$ cat config.mk
export PLATFORM = sky130hd
export DESIGN_NAME = led_strip_effect_pixel_generator
export DESIGN_NICKNAME = d
export VERILOG_FILES = /design/src/lsepg_pkg.sv /design/src/lsepg_div.sv /design/src/lsepg_color.sv /design/src/led_strip_effect_pixel_generator.sv
export SDC_FILE = /design/constraint.sdc
export NUM_CORES = 1
export LEC_CHECK = 0
export ABC_AREA = 1
export BUFFER_PORTS_ARGS = -buffer_cell sky130_fd_sc_hd__buf_2
export CAP_MARGIN = 20
export CELL_PAD_IN_SITES_DETAIL_PLACEMENT = 2
export CELL_PAD_IN_SITES_GLOBAL_PLACEMENT = 2
export CORE_UTILIZATION = 39
export DETAILED_ROUTE_END_ITERATION = 10
export GPL_TIMING_DRIVEN = 0
export PLACE_DENSITY = 0.94
export SYNTH_ARGS = -nofsm -noshare
export SYNTH_HDL_FRONTEND = slang
export SYNTH_SLANG_ARGS = --single-unit
export TNS_END_PERCENT = 50
$ cat constraint.sdc
create_clock -name clk -period 12.5 [get_ports clk]
set_input_delay 2.5 -clock clk [delete_from_list [all_inputs] [get_ports clk]]
set_output_delay 2.5 -clock clk [all_outputs]
set_load 0.005 [all_outputs]
$ cat src/lsepg_pkg.sv
// shared constants and types for the led strip effect pixel generator
package lsepg_pkg;

  localparam int PIXELS_MAX = 1024;
  localparam int MIN_WAIT   = 25;

  localparam int IDX_W  = 10;
  localparam int CNT_W  = 11;
  localparam int STEP_W = 16;
  localparam int WAIT_W = 16;
  localparam int CH_W   = 8;
  localparam int RGB_W  = 3 * CH_W;
  localparam int EFF_W  = 3;
  localparam int CFG_IDX_W  = 3;
  localparam int CFG_DATA_W = 24;

  localparam int DIVD_W  = 18;
  localparam int DIVS_W  = CNT_W;
  localparam int DCNT_W  = $clog2(DIVD_W + 1);

  localparam logic [CNT_W-1:0]  PIXELS_MAX_C = CNT_W'(PIXELS_MAX);
  localparam logic [WAIT_W-1:0] MIN_WAIT_C   = WAIT_W'(MIN_WAIT);
  localparam logic [WAIT_W-1:0] SOLID_WAIT_C = WAIT_W'((32 < MIN_WAIT) ? MIN_WAIT : 32);
  localparam logic [16:0]       THIRD_MUL    = 17'd43691;
  localparam logic [DIVS_W-1:0] FLASH_LEN    = DIVS_W'(6);

  localparam logic [EFF_W-1:0] EFF_SOLID   = 3'd0;
  localparam logic [EFF_W-1:0] EFF_BLINK   = 3'd1;
  localparam logic [EFF_W-1:0] EFF_FLASH   = 3'd2;
  localparam logic [EFF_W-1:0] EFF_CHASE   = 3'd3;
  localparam logic [EFF_W-1:0] EFF_RAINBOW = 3'd4;

  localparam logic [CFG_IDX_W-1:0] REG_EFFECT     = 3'd0;
  localparam logic [CFG_IDX_W-1:0] REG_COLOR      = 3'd1;
  localparam logic [CFG_IDX_W-1:0] REG_BRIGHTNESS = 3'd2;
  localparam logic [CFG_IDX_W-1:0] REG_REVERSE    = 3'd3;
  localparam logic [CFG_IDX_W-1:0] REG_MIRROR     = 3'd4;
  localparam logic [CFG_IDX_W-1:0] REG_SAME_HUE   = 3'd5;
  localparam logic [CFG_IDX_W-1:0] REG_BASE_DELAY = 3'd6;
  localparam logic [CFG_IDX_W-1:0] REG_PIXEL_CNT  = 3'd7;

  typedef struct packed {
    logic              start;
    logic [DIVD_W-1:0] dividend;
    logic [DIVS_W-1:0] divisor;
  } div_req_t;

  typedef struct packed {
    logic              done;
    logic [DIVD_W-1:0] quot;
    logic [DIVS_W-1:0] rem;
  } div_rsp_t;

endpackage

$ cat src/lsepg_div.sv
// bit-serial restoring divider, one quotient bit per cycle
module lsepg_div import lsepg_pkg::*; (
  input  logic     clk,
  input  logic     rst_n,
  input  div_req_t req,
  output div_rsp_t rsp
);

  logic              busy_r;
  logic              done_r;
  logic [DCNT_W-1:0] cnt_r;
  logic [DIVD_W-1:0] quot_r;
  logic [DIVS_W-1:0] rem_r;
  logic [DIVS_W-1:0] dvs_r;

  logic [DIVS_W:0]   trial;
  logic [DIVS_W:0]   diff;
  logic              fits;
  logic [DIVS_W-1:0] rem_nxt;

  assign trial   = {rem_r, quot_r[DIVD_W-1]};
  assign fits    = trial >= {1'b0, dvs_r};
  assign diff    = trial - {1'b0, dvs_r};
  assign rem_nxt = fits ? diff[DIVS_W-1:0] : trial[DIVS_W-1:0];

  always_ff @(posedge clk) begin
    if (!rst_n) begin
      busy_r <= 1'b0;
      done_r <= 1'b0;
      cnt_r  <= '0;
    end else begin
      done_r <= 1'b0;
      if (req.start) begin
        busy_r <= 1'b1;
        cnt_r  <= DCNT_W'(DIVD_W);
        quot_r <= req.dividend;
        rem_r  <= '0;
        dvs_r  <= req.divisor;
      end else if (busy_r) begin
        quot_r <= {quot_r[DIVD_W-2:0], fits};
        rem_r  <= rem_nxt;
        cnt_r  <= cnt_r - 1'b1;
        if (cnt_r == DCNT_W'(1)) begin
          busy_r <= 1'b0;
          done_r <= 1'b1;
        end
      end
    end
  end

  assign rsp.done = done_r;
  assign rsp.quot = quot_r;
  assign rsp.rem  = rem_r;

endmodule

$ cat src/lsepg_color.sv
// hue to rgb conversion and brightness scaling
module lsepg_color import lsepg_pkg::*; (
  input  logic [CH_W-1:0]  hue,
  input  logic             use_hue,
  input  logic [RGB_W-1:0] base_rgb,
  input  logic [CH_W-1:0]  brightness,
  output logic [CH_W-1:0]  red,
  output logic [CH_W-1:0]  green,
  output logic [CH_W-1:0]  blue
);

  logic [10:0]     hx;
  logic [2:0]      sext;
  logic [CH_W-1:0] frac;
  logic [CH_W-1:0] up;
  logic [CH_W-1:0] dn;
  logic [RGB_W-1:0] hue_rgb;
  logic [RGB_W-1:0] rgb;

  assign hx   = 11'(hue) * 11'd6;
  assign sext = hx[10:8];
  assign frac = hx[7:0];
  assign up   = (frac == '0) ? '0 : frac - 1'b1;
  assign dn   = 8'hFF - frac;

  always_comb begin
    unique case (sext)
      3'd0:    hue_rgb = {8'hFF, up,    8'h00};
      3'd1:    hue_rgb = {dn,    8'hFF, 8'h00};
      3'd2:    hue_rgb = {8'h00, 8'hFF, up};
      3'd3:    hue_rgb = {8'h00, dn,    8'hFF};
      3'd4:    hue_rgb = {up,    8'h00, 8'hFF};
      default: hue_rgb = {8'hFF, 8'h00, dn};
    endcase
  end

  assign rgb = use_hue ? hue_rgb : base_rgb;

  function automatic logic [CH_W-1:0] scale(input logic [CH_W-1:0] c,
                                            input logic [CH_W-1:0] b);
    logic [16:0] t;
    logic [16:0] s;
    t = 17'(c) * 17'(b) + 17'd1;
    s = t + (t >> 8);
    return s[15:8];
  endfunction

  assign red   = scale(rgb[23:16], brightness);
  assign green = scale(rgb[15:8],  brightness);
  assign blue  = scale(rgb[7:0],   brightness);

endmodule

$ cat src/led_strip_effect_pixel_generator.sv
// led strip effect pixel generator top level
//
// in channel: one word per pixel request, in_tdata holds the physical pixel
// index, in_tlast marks the last request of a frame. out channel: one word
// per request with the scaled red, green and blue and, on the last pixel,
// the wait in ms until the next frame (zero otherwise). the cfg port writes
// one register per cycle at cfg_index; writing the effect clears the step.
// out_tvalid rises once the result is registered in S_FIN. solid and blink
// go from S_START straight to S_FIN; flash, chase and rainbow first wait in
// S_RUN for the bit-serial divider (18 quotient bits, one per cycle), which
// forms the step remainder or the rainbow hue offset.
// one item is worked at a time; in_tready is high while no item is in work.
// the result register lets the next item start while a result waits.
// when the receiver stalls the finished item holds until out_tready rises.
// with pixel_count zero a request is taken and dropped with no result.
// reset (rst_n low, synchronous) loads brightness 255, base delay 1000,
// clears the effect, colour, flags, pixel count, step and result valid flag.
module led_strip_effect_pixel_generator import lsepg_pkg::*; (
  input  logic                  clk,
  input  logic                  rst_n,
  input  logic                  in_tvalid,
  output logic                  in_tready,
  input  logic [15:0]           in_tdata,   // pixel_index
  input  logic                  in_tlast,   // frame_last
  output logic                  out_tvalid,
  input  logic                  out_tready,
  output logic [39:0]           out_tdata,  // frame_wait, blue, green, red
  input  logic                  cfg_wr_en,
  input  logic [CFG_IDX_W-1:0]  cfg_index,
  input  logic [CFG_DATA_W-1:0] cfg_wdata
);

  typedef enum logic [1:0] {S_IDLE, S_START, S_RUN, S_FIN} state_t;

  state_t             state_r;
  logic [EFF_W-1:0]   effect_r;
  logic [RGB_W-1:0]   color_r;
  logic [CH_W-1:0]    bright_r;
  logic               reverse_r;
  logic               mirror_r;
  logic               same_hue_r;
  logic [WAIT_W-1:0]  base_delay_r;
  logic [CNT_W-1:0]   pix_cnt_r;
  logic [STEP_W-1:0]  step_r;
  logic [IDX_W-1:0]   pix_r;
  logic               last_r;
  logic               out_valid_r;
  logic [39:0]        out_data_r;

  logic [CNT_W-1:0]   n;
  logic [CNT_W-1:0]   lc;
  logic [CNT_W-1:0]   p;
  logic [CNT_W-1:0]   j;
  logic [CNT_W-1:0]   li;
  logic               off;
  logic               on_strip;
  logic [EFF_W-1:0]   eff;
  logic               need_div;
  logic               out_free;
  logic               out_load;

  div_req_t           dreq;
  div_rsp_t           drsp;

  logic [RGB_W-1:0]   base_rgb;
  logic               use_hue;
  logic [CH_W-1:0]    hue;
  logic [CH_W-1:0]    red;
  logic [CH_W-1:0]    green;
  logic [CH_W-1:0]    blue;
  logic [32:0]        third_prod;
  logic [WAIT_W-1:0]  raw_wait;
  logic [WAIT_W-1:0]  wait_val;
  logic [WAIT_W-1:0]  frame_wait;
  logic [STEP_W-1:0]  step_nxt;
  logic [DIVS_W-1:0]  rem_inc;

  // strip mapping
  assign n   = (pix_cnt_r > PIXELS_MAX_C) ? PIXELS_MAX_C : pix_cnt_r;
  assign off = n[0];
  assign lc  = mirror_r ? ((n >> 1) + CNT_W'(off)) : n;
  assign p   = CNT_W'(pix_r);
  assign on_strip = p < n;

  always_comb begin
    if (!mirror_r) begin
      j = p;
    end else if (p < lc) begin
      j = lc - 1'b1 - p;
    end else begin
      j = p - lc + CNT_W'(off);
    end
  end

  assign li  = reverse_r ? (lc - 1'b1 - j) : j;
  assign eff = (effect_r > EFF_RAINBOW) ? EFF_SOLID : effect_r;
  assign need_div = (eff == EFF_FLASH) || (eff == EFF_CHASE) || (eff == EFF_RAINBOW);

  always_comb begin
    dreq.start    = (state_r == S_START) && (n != '0) && need_div;
    dreq.dividend = (eff == EFF_RAINBOW) ? {li[IDX_W-1:0], 8'h00} : DIVD_W'(step_r);
    dreq.divisor  = (eff == EFF_FLASH) ? FLASH_LEN : lc;
  end

  lsepg_div u_div (
    .clk   (clk),
    .rst_n (rst_n),
    .req   (dreq),
    .rsp   (drsp)
  );

  // pixel colour before scaling
  always_comb begin
    base_rgb = '0;
    use_hue  = 1'b0;
    hue      = same_hue_r ? step_r[7:0] : (drsp.quot[7:0] + step_r[7:0]);
    if (on_strip) begin
      case (eff)
        EFF_BLINK: base_rgb = step_r[0] ? '0 : color_r;
        EFF_FLASH: base_rgb = ((drsp.rem == '0) || (drsp.rem == DIVS_W'(2))) ?
                              color_r : '0;
        EFF_CHASE: base_rgb = (li == drsp.rem) ? color_r : '0;
        EFF_RAINBOW: use_hue = 1'b1;
        default:   base_rgb = color_r;
      endcase
    end
  end

  lsepg_color u_color (
    .hue        (hue),
    .use_hue    (use_hue),
    .base_rgb   (base_rgb),
    .brightness (bright_r),
    .red        (red),
    .green      (green),
    .blue       (blue)
  );

  // frame wait and step update
  assign third_prod = 33'(base_delay_r) * 33'(THIRD_MUL);
  assign rem_inc    = drsp.rem + 1'b1;

  always_comb begin
    raw_wait = SOLID_WAIT_C;
    step_nxt = step_r;
    case (eff)
      EFF_BLINK: begin
        raw_wait = base_delay_r;
        step_nxt = step_r + 1'b1;
      end
      EFF_FLASH: begin
        raw_wait = third_prod[32:17];
        step_nxt = (rem_inc == FLASH_LEN) ? '0 : STEP_W'(rem_inc);
      end
      EFF_CHASE: begin
        raw_wait = base_delay_r >> 5;
        step_nxt = STEP_W'(rem_inc);
      end
      EFF_RAINBOW: begin
        raw_wait = base_delay_r >> 8;
        step_nxt = {8'h00, step_r[7:0] + 8'd1};
      end
      default: raw_wait = SOLID_WAIT_C;
    endcase
  end

  assign wait_val   = (raw_wait < MIN_WAIT_C) ? MIN_WAIT_C : raw_wait;
  assign frame_wait = last_r ? wait_val : '0;
  assign out_free   = !out_valid_r || out_tready;
  assign out_load   = (state_r == S_FIN) && out_free;

  always_ff @(posedge clk) begin
    if (!rst_n) begin
      state_r      <= S_IDLE;
      effect_r     <= EFF_SOLID;
      color_r      <= '0;
      bright_r     <= 8'hFF;
      reverse_r    <= 1'b0;
      mirror_r     <= 1'b0;
      same_hue_r   <= 1'b0;
      base_delay_r <= 16'd1000;
      pix_cnt_r    <= '0;
      step_r       <= '0;
      out_valid_r  <= 1'b0;
    end else begin
      if (out_load) begin
        out_valid_r <= 1'b1;
      end else if (out_tready) begin
        out_valid_r <= 1'b0;
      end

      if (cfg_wr_en) begin
        unique case (cfg_index)
          REG_EFFECT: begin
            effect_r <= cfg_wdata[EFF_W-1:0];
            step_r   <= '0;
          end
          REG_COLOR:      color_r      <= cfg_wdata[RGB_W-1:0];
          REG_BRIGHTNESS: bright_r     <= cfg_wdata[CH_W-1:0];
          REG_REVERSE:    reverse_r    <= cfg_wdata[0];
          REG_MIRROR:     mirror_r     <= cfg_wdata[0];
          REG_SAME_HUE:   same_hue_r   <= cfg_wdata[0];
          REG_BASE_DELAY: base_delay_r <= cfg_wdata[WAIT_W-1:0];
          REG_PIXEL_CNT:  pix_cnt_r    <= cfg_wdata[CNT_W-1:0];
          default:        pix_cnt_r    <= pix_cnt_r;
        endcase
      end

      unique case (state_r)
        S_IDLE: begin
          if (in_tvalid) begin
            pix_r   <= in_tdata[IDX_W-1:0];
            last_r  <= in_tlast;
            state_r <= S_START;
          end
        end
        S_START: begin
          if (n == '0) begin
            state_r <= S_IDLE;
          end else if (need_div) begin
            state_r <= S_RUN;
          end else begin
            state_r <= S_FIN;
          end
        end
        S_RUN: begin
          if (drsp.done) begin
            state_r <= S_FIN;
          end
        end
        S_FIN: begin
          if (out_free) begin
            out_data_r  <= {frame_wait, blue, green, red};
            if (last_r) begin
              step_r <= step_nxt;
            end
            state_r <= S_IDLE;
          end
        end
        default: state_r <= S_IDLE;
      endcase
    end
  end

  assign in_tready  = (state_r == S_IDLE);
  assign out_tvalid = out_valid_r;
  assign out_tdata  = out_data_r;

endmodule
==> results.json, run 1 <==
{
  "status": "stopped before the end",
  "stop_stage": "global routing (5_1_grt)",
  "stop_error": "[ERROR GRT-0232] Routing congestion too high. Check the congestion heatmap in the GUI.",
  "holdBufCountCts": 0,
  "hpwl_um": 94500,
  "cts.sinks": 182,
  "root_buffer": "clkbuf_16",
  "synthDistinctLibCells": 62,
  "htreeDepth": 4,
  "clock_path_buffers": 2,
  "yosysTopAreaCellShare": 0.177,
  "start_util": 0.397,
  "grt_util_all_layers": 0.778,
  "async_reset_ff_frac": 0,
  "ios": 91,
  "port_buffers": 82,
  "synth_area_sq_mm": 0.0257,
  "yosys-top-cells-count": "inv_1 (708), nand2_1 (485), ha_1 (364)",
  "synthFlopType": "edfxtp_1",
  "overflow": 314,
  "ys_warn_count": 0,
  "avgSynthCellArea_sq_um": 7.59,
  "die_w_um": 259,
  "yosysMostFrequentCell": "inv_1",
  "cts_buffers": 17,
  "syn-num-nets": 4002,
  "crit_endpoint": "out_tdata[17]$_DFFE_PP_/D",
  "grt_max_degree": 23,
  "synth-seq-area-share": 0.177,
  "synth_top_cell_by_area": "ha_1",
  "die_h_um": 259,
  "gp_congestion": 0.913,
  "synth_edf_count": 91,
  "worst-ep-kind": "register input",
  "netlist_instances": 3389,
  "synth-seq-cells": 182,
  "synth_area_leaders": "ha_1 (18%), fa_1 (16%), edfxtp_1 (11%)",
  "rows": 93
}
what timing repair did:
item,CTS
setup endpoints to repair,24
resized for setup,244
pin swaps,107
buffers inserted,79
gates cloned,3
kinds of logic after synthesis:
logic type	after synthesis	synth area share
flip-flops	182	0.177
AND/OR/NAND/NOR	1147	0.194
AO/OA/AOI/OAI	602	0.145
buffers and inverters	797	0.118
XOR/XNOR	97	0.0330
adder cells (fa/ha/maj)	564	0.333
metrics by stage:
stage / setup TNS, ns / instance area, sq um / worst slack (ns) / cells
2_1_floorplan: 0 / 25700 / 1.46 / 3389
3_3_place_gp: -8.52 / 27200 / -0.602 / 4326
3_5_place_dp: -30.07 / 27300 / -1.46 / 4331
4_1_cts: -0.00129 / 29500 / -0.00129 / 4445
metal layers:
layer | GRT usage | overflow
met1 | 0.773 | 5
met2 | 0.934 | 175
met3 | 0.653 | 13
met4 | 0.773 | 119
met5 | 0.283 | 2
==> run 2: changes to the inputs <==
--- a/config.mk
+++ b/config.mk
@@ -8,12 +8,10 @@
 export ABC_AREA = 1
 export BUFFER_PORTS_ARGS = -buffer_cell sky130_fd_sc_hd__buf_2
 export CAP_MARGIN = 20
-export CELL_PAD_IN_SITES_DETAIL_PLACEMENT = 2
-export CELL_PAD_IN_SITES_GLOBAL_PLACEMENT = 2
-export CORE_UTILIZATION = 39
+export CORE_UTILIZATION = 35
 export DETAILED_ROUTE_END_ITERATION = 10
 export GPL_TIMING_DRIVEN = 0
-export PLACE_DENSITY = 0.94
+export PLACE_DENSITY_LB_ADDON = 0.15
 export SYNTH_ARGS = -nofsm -noshare
 export SYNTH_HDL_FRONTEND = slang
 export SYNTH_SLANG_ARGS = --single-unit
==> results.json, run 2 <==
{
  "avgSynthCellArea_sq_um": 7.59,
  "setup_violations": 0,
  "synth_adder_area_share": 0.333,
  "required_ns": 12.72,
  "layout_min_cycle_time_ns": 11.91,
  "crit_top_cell": "nand2_1",
  "synth_edf_count": 91,
  "path_max_fanout": 8,
  "yosysTopAreaCellShare": 0.177,
  "slew_violations": 0,
  "synthFlopType": "edfxtp_1",
  "n_fill_cell": 7708,
  "synth-compound-area-share": 0.145,
  "antenna_found_initial": 0,
  "fin_crit_sh": 0.952,
  "min-delay-start": "u_div.cnt_r[2]",
  "grt_util_all_layers": 0.206,
  "ant_nets": 0,
  "clock_path_buffers": 2,
  "final_common_cell": "inv_1",
  "synth_top_cell_by_area": "ha_1",
  "yosys-mux-area-fraction": 0,
  "ir_drop_v": 0.000142,
  "clock_skew_ns": 0.0202,
  "ios": 91,
  "first_global_vias": 22100,
  "fin_nets": 4169,
  "mostFrequentLayoutCells": "inv_1 (692), nand2_1 (468), ha_1 (344)",
  "root_buffer": "clkbuf_16",
  "cts.sinks": 182,
  "reg2regPathDepth": 70,
  "crit_slowest_cell": "fa_1",
  "cpPeakStageDelay_ns": 0.55,
  "yosysMostFrequentCell": "inv_1",
  "synth-simple-area-share": 0.194,
  "wirelength_um": 75400,
  "antenna_cells": 0,
  "synthDistinctLibCells": 62,
  "clkPwrFrac": 0.178,
  "synth-xor-area-share": 0.0330,
  "cp-end-kind": "flop",
  "fp.coreArea_sq_mm": 0.0728,
  "dp_slack_ns": -0.522,
  "drt_iter0_markers": 1348,
  "fin_ws_ns": 0.594,
  "grt_pass1_wl_um": 120000,
  "syn-num-nets": 4002,
  "async_reset_ff_frac": 0,
  "drive_gt1_frac": 0.126,
  "largest_reg_flops": 40,
  "rrSetupSlack_ns": 0.59,
  "hold_class": "flop to flop",
  "hpwl_um": 62300,
  "p_leak_nw": 14.8,
  "failed_checks": "design-rule violations",
  "start_util": 0.353,
  "synth-seq-cells": 182,
  "min_path_cells": 2,
  "gp_congestion": 0.917,
  "max_slew_margin": 0.350,
  "die_w_um": 273,
  "grt_max_degree": 23,
  "post_drt_wl_per_cell_um": 16.7,
  "die_h_um": 273,
  "area_delta_synth_final_pct": 13.6,
  "die_area_sq_mm": 0.0746,
  "p_sw_w": 0.00150,
  "holdBufCountCts": 0,
  "drc": 2,
  "yosys-top-cells-count": "inv_1 (708), nand2_1 (485), ha_1 (364)",
  "hold_violations": 0,
  "timing.rr.end": "out_tdata[2]",
  "synth_area_leaders": "ha_1 (18%), fa_1 (16%), edfxtp_1 (11%)",
  "p_total_w": 0.00315,
  "hold_end": "u_div.cnt_r[2]",
  "via_per_inst": 4.94,
  "seq_power_share": 0.216,
  "r2r_start": "pix_cnt_r[8]",
  "clkLatencyLatePin_ns": 0.50,
  "power.density_mw_per_mm2": 108,
  "cts_tree": "done",
  "drv_cap": 0,
  "status": "finished with violations",
  "synth_top_family_by_area": "adder cells",
  "port_buffers": 82,
  "netlist_instances": 3389,
  "p_sw_frac": 0.476,
  "vias": 22400,
  "max_freq_ghz": 0.0840,
  "cts_buffers": 17,
  "overflow": 0,
  "tightest_slew_ns": 0.973,
  "power.share.combinational": 0.607,
  "ys_warn_count": 0,
  "synth-seq-area-share": 0.177,
  "dr.pass1.iters": 8,
  "synth_area_sq_mm": 0.0257,
  "grt_setup_unrepaired": "true",
  "htreeDepth": 4,
  "arrival_ns": 12.12,
  "startpoint_type": "flop",
  "path_clk_slew_ns": 0.09,
  "whs_ns": 0.489,
  "rows": 99,
  "p_int_w": 0.00165,
  "criticalPathCategory": "flop to flop"
}
[run 2: through the flow]
| step | std cells | area (sq um) | util | setup TNS, ns |
|---|---|---|---|---|
| final | 4528 | 29200 | 0.401 | 0 |
| after global routing | 4528 | 29200 | 0.401 | -1.05 |
| after CTS | 4473 | 28100 | 0.386 | 0 |
| after detailed placement | 4436 | 27400 | 0.376 | -8.19 |
| after global placement | 4430 | 27300 | 0.375 | -8.47 |
| after floorplan | 3389 | 25700 | - | 0 |
[run 2: critical path, delay by kind of cell (launching register included)]
kind	cells	cell delay (ns)
simple gates	28	3.29
buf+inv	13	1.27
xor+xnor	3	0.42
compound gates	16	2.44
flops	1	0.37
fa+ha+maj	10	3.75
[run 2: cell families (layout without fill, tap and decap cells)]
group	after synthesis	after routing
AOI/OAI and AO/OA	602	602
xor gates and xnor gates	97	97
adders and majority gates	564	564
buffers and inverters	797	977
DFF	182	182
and+or+nand+nor	1147	1147
[run 2: worst max-delay path by stage]
stage	start	end	slack (ns)
2_1_floorplan	pix_cnt_r[10]	out_tdata[20]	1.46
5_1_grt	pix_cnt_r[8]	out_tdata[2]	-0.12
4_1_cts	pix_cnt_r[8]	out_tdata[21]	0.008
3_5_place_dp	pix_cnt_r[8]	out_tdata[21]	-0.52
6_report	pix_cnt_r[8]	out_tdata[2]	0.59
3_3_place_gp	pix_cnt_r[8]	out_tdata[21]	-0.56
[run 2: power groups by stage]
stage,registers [W],logic (W),clock network [W]
2_1_floorplan,0.000683,0.00137,0
3_3_place_gp,0.000693,0.00181,0
3_5_place_dp,0.000692,0.00180,0
4_1_cts,0.000678,0.00182,0.000576
5_1_grt,0.000680,0.00221,0.000600
6_report,0.000679,0.00191,0.000559
[run 2: layout make-up]
class,count,area (sq um),area share
plain buffers,67,315,0.0108
repair buffers,148,976,0.0334
clock buffers,20,458,0.0157
flip-flops and latches,182,4570,0.157
inverters,730,2760,0.0944
clock inverters,12,126,0.00433
well taps,959,1200,0.0411
multi-input cells,2410,18800,0.644
[run 2: metal layers]
layer | track usage | routed length (um) | vias up
li1 | - | - | 11300
met1 | 0.282 | 36500 | 10500
met2 | 0.340 | 34800 | 394
met3 | 0.0202 | 2250 | 98
met4 | 0.0648 | 1890 | 0
met5 | 0 | 0 | -
[run 2: repair_timing]
| action | CTS | global route |
|---|---|---|
| gates cloned | 0 | 2 |
| resized for setup | 20 | 161 |
| endpoints found under the setup margin | 24 | 24 |
| pin swaps | 2 | 72 |
| hold endpoints to repair | 0 | 0 |
| buffers inserted | 5 | 53 |
Power figures use the tool's default switching activity.
